[config.mk]
export PLATFORM = sky130hd
export DESIGN_NAME = lzwe_front
export DESIGN_NICKNAME = d
export VERILOG_FILES = /design/src/rtl/core/lzwe_pkg.sv /design/src/rtl/core/lzwe_front.sv
export SDC_FILE = /design/constraint.sdc
export NUM_CORES = 1
export LEC_CHECK = 0
export ABC_AREA = 0
export ABC_CLOCK_PERIOD_IN_PS = 1700
export BUFFER_PORTS_ARGS = -buffer_cell sky130_fd_sc_hd__buf_2
export CAP_MARGIN = 20
export CORE_MARGIN = 2
export CORE_UTILIZATION = 45
export CTS_CLUSTER_SIZE = 14
export DETAILED_ROUTE_END_ITERATION = 6
export PLACE_DENSITY = 0.72
export SLEW_MARGIN = 30
export SYNTH_ARGS = -nofsm -noshare
export SYNTH_HDL_FRONTEND = slang
export SYNTH_SLANG_ARGS = --single-unit
[constraint.sdc]
create_clock -name i_clk -period 1.7 [get_ports i_clk]
set_clock_uncertainty 0.1 [all_clocks]
set_input_delay 0.085 -clock i_clk [delete_from_list [all_inputs] [get_ports i_clk]]
set_output_delay 0.085 -clock i_clk [all_outputs]
set_load 0.02 [all_outputs]
[src/rtl/core/lzwe_pkg.sv]
`default_nettype none
// ----------------------------------------------------------------------------
// lzwe_pkg
// Shared types and constants of the LZW encoder.
// ----------------------------------------------------------------------------
package lzwe_pkg;

    localparam int FIRST_FREE_CODE = 256;
    localparam int BYTE_BITS       = 8;

    typedef struct packed {
        logic [BYTE_BITS-1:0] data_byte;
        logic                 eom;
        logic                 first;
    } t_item;

    typedef struct packed {
        logic busy;
        logic dict_full;
    } t_stat;

    typedef enum logic [2:0] {
        S_IDLE,
        S_HEAD,
        S_NODE,
        S_MISS,
        S_INS2,
        S_EMITL
    } t_state;

endpackage
`default_nettype wire

[src/rtl/core/lzwe_front.sv]
`default_nettype none
// ----------------------------------------------------------------------------
// lzwe_front
// Input side: accepts bytes, tags the first byte of each message and holds
// them in a two-entry queue for the back end.
// ----------------------------------------------------------------------------
module lzwe_front (
    input  wire logic           i_clk,
    input  wire logic           i_rst_n,
    input  wire logic           i_valid,
    input  wire logic [7:0]     i_data_byte,
    input  wire logic           i_end_of_message,
    output logic                o_stall,
    output lzwe_pkg::t_item     o_item,
    output logic                o_item_valid,
    input  wire logic           i_pop
);

    lzwe_pkg::t_item r_mem [2];
    logic            r_wp, r_rp;
    logic [1:0]      r_cnt;
    logic            r_first;
    logic            acc;

    assign o_stall      = (r_cnt == 2'd2);
    assign acc          = i_valid && !o_stall;
    assign o_item_valid = (r_cnt != 2'd0);
    assign o_item       = r_mem[r_rp];

    always_ff @(posedge i_clk) begin
        if (!i_rst_n) begin
            r_wp    <= 1'b0;
            r_rp    <= 1'b0;
            r_cnt   <= 2'd0;
            r_first <= 1'b1;
        end else begin
            if (acc) begin
                r_wp    <= !r_wp;
                r_first <= i_end_of_message;
            end
            if (i_pop) begin
                r_rp <= !r_rp;
            end
            r_cnt <= r_cnt + 2'(acc) - 2'(i_pop);
        end
    end

    always_ff @(posedge i_clk) begin
        if (acc) begin
            r_mem[r_wp] <= '{data_byte: i_data_byte, eom: i_end_of_message,
                             first: r_first};
        end
    end

endmodule
`default_nettype wire

== Word-level counts from Yosys, hierarchy flattened ==
Memories as Yosys holds them, arrays and structs flattened. A register that Yosys moved wholly into a read port is not among the register bits.
Cells that the tools add are included.

* Register bits: 5
* Memory bits (writable): 20
* Input port bits: 13
* Output and inout bits: 12
* Word-level logic and storage cells: 17
* Memories kept: 1

* Add/subtract/negate cells: 2
* Eq/ne operators: 1
* Multiplexer cells: 4
* Reduce and logical (&&, ||, !) cells: 5

{| class="wikitable"
|+ Memory list
! memory !! words !! width !! read ports !! clocked after Yosys merged registers in !! wr ports !! line !! RTL
|-
| r_mem || 2 || 10 || 1 || 1 || 1 || lzwe_front.sv:19 || <nowiki>lzwe_pkg::t_item r_mem [2];</nowiki>
|}

{| class="wikitable"
|+ Operator list
! operator !! number
|-
| $mux 1 || 4
|-
| $logic_not 1->1 || 3
|-
| $add 2x1->2 || 1
|-
| $eq 2x2->1 const B || 1
|-
| $reduce_bool 2->1 || 1
|-
| $sub 2x1->2 || 1
|-
| $logic_and 1x1->1 || 1
|}

== Logic depth before layout (Yosys ltp) ==
* Word-level depth: 5
* Depth in mapped cells: 8
* Gate-level depth less buffers: 8

== Worst setup path after synthesis ==
No wires, ideal clock.

* Path kind: reg-to-reg
* Start: reg r_cnt[0]
* End: reg r_cnt[1]
* Setup time: 0.115 ns
* Arrival: 1.433 ns
* Setup slack: 0.052 ns
* Stages on the path, launching flop included: 9
* Cells stage by stage: dfxtp_1 > nand2b_1 > nand2_1 > ha_1 > inv_1 > ha_1 > xnor2_1 > xnor2_1 > and2_1

* Word-level cells in the longest chain between the ends: 5

{| class="wikitable"
|+ RTL lines
! element !! line !! RTL
|-
| start, declared || lzwe_front.sv:21 || <nowiki>logic [1:0] r_cnt;</nowiki>
|-
| start signal, assigned || lzwe_front.sv:44 || <nowiki>r_cnt <= r_cnt + 2'(acc) - 2'(i_pop);</nowiki>
|-
| $eq 2x2->1 || lzwe_front.sv:25 || <nowiki>assign o_stall = (r_cnt == 2'd2);</nowiki>
|-
| $logic_not 1->1 || lzwe_front.sv:26 || <nowiki>assign acc = i_valid && !o_stall;</nowiki>
|-
| $logic_and 1x1->1 || lzwe_front.sv:26 ||
|-
| $add 2x1->2 (*) || lzwe_front.sv:44 ||
|-
| $sub 2x1->2 (*) || lzwe_front.sv:44 ||
|}

Mark *: on every way between the ends. The rest lies on a longest branch, timed or not.
A chain may end at the register's enable or synchronous reset.

== Worst setup path in the final report ==
Ends and elaborated chain as after synthesis.

==> metrics.txt <==
leakage 0.534 nW; YS warnings 0; average cell area after synthesis 16.7 um2; clk sinks 26; Worst Path Max Fanout 3; core footprint 2020 um2; DRC viols 0; Synth cell types 18; global route overflow 0; fmax 617 MHz; min cycle time layout 1.62 ns; share of cells above drive strength 1 38.0%; die width 50.8 um; CP startpoint kind flip-flop; max_slew headroom 69.1%; total power 1.55 mW; Crit path largest cell delay 0.34 ns; Initial DRT Pass Iterations 3; outcome finished clean; gp weighted congestion 0.667; DPL Wire Length 940 um; drt via density 4.61; Final Max Slew Viols 0; Yosys reg bits 26; wire per inst 11.4 um; critical path required time 1.80 ns; H-tree Lvls 1; clock slew at reported path FFs 0.11 ns; Worst-Margin Slew 0.464 ns; first-pass GRT wire length 2280 um; number of global-route vias before repair 575; CP Data Arrival Time 1.72 ns; Layout area overhead 33.2%; Routed WL 1440 um; Final Cycle Share 95.3%; R2R setup slack 0.08 ns; PortBufs 24; Post-Syn Area 985 um2; remaining antenna violation count 0; Syn Inst Count 59; initial antenna violation count 0; CTS tree built; die height 50.8 um; nature of the critical path endpoint flip-flop; CTS root buffer clkbuf_4; clock tree buffer depth 2; PwrDens 1180 nW/um2; Starting Density 48.7%; Site Rows 16; family with the most delay on the worst path adder cells; Buffers & Inverters on Critical Path 1; pin count of the biggest net entering global routing 15; endpoints failing setup 0; Cell Chain, Critical Path nand2b_4, nand2_1, ha_1, inv_1, ha_2, xnor2_2, xnor2_1, and2_1; CP Class flip-flop to flip-flop; VDD IR-drop max 0.858 mV; Worst-Skew Late Latency 0.30 ns; first-iteration detailed-routing DRC count 6; DR vias 585; Slowest cell on crit path dfxtp_2; GRT Overall Usage 12.2%; DIE AREA 2580 um2; Core Util, Final 64.9%; antenna cells 0; Mapped Nets 74; I/O pins 25; Final Hold Fails 0; sequential share of the synthesized area 73.2%; Layout Nets 116; CTS buffer count 3; min-delay worst type primary input to flip-flop; max-cap violations 0
## cells in the final DEF, fill, tap and decap left out, drive strengths merged
cell type / n
mux2i: 1
xor2: 1
nand2b: 2
xnor2: 2
nand2: 3
and2: 4
or2: 1
a21o: 1
and3: 1
o21ai: 1
buf: 28
nor2: 1
ha: 2
mux2: 10
edfxtp: 20
clkbuf: 4
dfxtp: 6
dlygate4sd3: 10
inv: 2
## state kept, by name (all words and copies together), names as in the netlist, named ones only
| name | flops |
|---|---|
| r_mem | 20 |
| r_wp | 1 |
| r_cnt | 2 |
| r_first | 1 |
| r_rp | 1 |
## through the flow
stage / instances / hold WS, ns / setup TNS (ns) / instance area (um2) / worst slack [ns]
2_1_floorplan: 59 / 0.0839 / 0 / 985 / 0.0520
3_3_place_gp: 112 / 0.173 / 0 / 1160 / 0.0876
3_5_place_dp: 112 / 0.176 / 0 / 1160 / 0.0254
4_1_cts: 126 / 0.0190 / 0 / 1280 / 0.0121
5_1_grt: 127 / 0.0289 / -0.00525 / 1310 / -0.00525
6_report: 127 / 0.0200 / 0 / 1310 / 0.0803
## worst paths after layout
path | from | endpoint | cells after the start
max | r_cnt[0] | r_cnt[1] | 8
min | i_pop | flip-flop | 3
max reg2reg | r_cnt[0] | r_cnt[1] | 8
min reg2reg | r_first | r_mem[1][0] | 0
## power breakdown
| group | total [mW] | leakage, nW | internal, mW | switching [mW] |
|---|---|---|---|---|
| sequential | 0.857 | 0.236 | 0.805 | 0.0527 |
| combinational | 0.445 | 0.283 | 0.216 | 0.229 |
| clock | 0.248 | 0.0150 | 0.0914 | 0.156 |
| total | 1.55 | 0.534 | 1.11 | 0.438 |
## cells by family (layout without fill, tap and decap cells)
kind of cell	Yosys count	count (layout)	synth area share, %
flip-flops	26	26	73.2
buffers and inverters	3	44	1.27
AO/OA/AOI/OAI	2	2	1.27
XOR/XNOR	3	3	2.67
adder cells (fa/ha/maj)	2	2	2.54
AND/OR/NAND/NOR	12	12	6.61
multiplexers	11	11	12.5
## worst reg2reg max path: cells and delay by family, from the launching register on
family | cells | cell delay [ns]
adders and majority gates | 2 | 0.44
DFF | 1 | 0.34
xor gates and xnor gates | 2 | 0.26
buffers and inverters | 1 | 0.04
and+or+nand+nor | 3 | 0.34
## synth_stat cells, drive strengths merged
cell type	n	area, um2
edfxtp	20	601
mux2	10	113
dfxtp	6	120
and2	4	25.0
nand2	3	11.3
ha	2	25.0
inv	2	7.50
nand2b	2	12.5
xnor2	2	17.5
a21o	1	7.51
and3	1	6.26
buf	1	5.00
mux2i	1	10.0
nor2	1	3.75
o21ai	1	5.00
or2	1	6.26
xor2	1	8.76
## repair_timing
item,4_1_cts,5_1_grt
buffers inserted,0,1
hold buffers,10,0
resized for setup,0,6
setup endpoints to repair,0,11
hold endpoints to repair,24,0
## metal layers
layer  vias up  global-route usage (%)  share of wire (%)
li1        292                       -                  -
met1       277                    13.3                 40
met2        14                    22.6                 55
met3         2                    2.68                3.9
met4         0                    5.41               0.83
met5         -                       0                  0
## cell type report
type | instances | area, um2
Tap cell | 27 | 33.8
Fill cell | 155 | 711
Multi-Input combinational cell | 30 | 269
Clock buffer | 4 | 26.3
Inverter | 2 | 7.51
Sequential cell | 26 | 724
Timing Repair Buffer | 38 | 250
(Power assumes the default switching activity.)
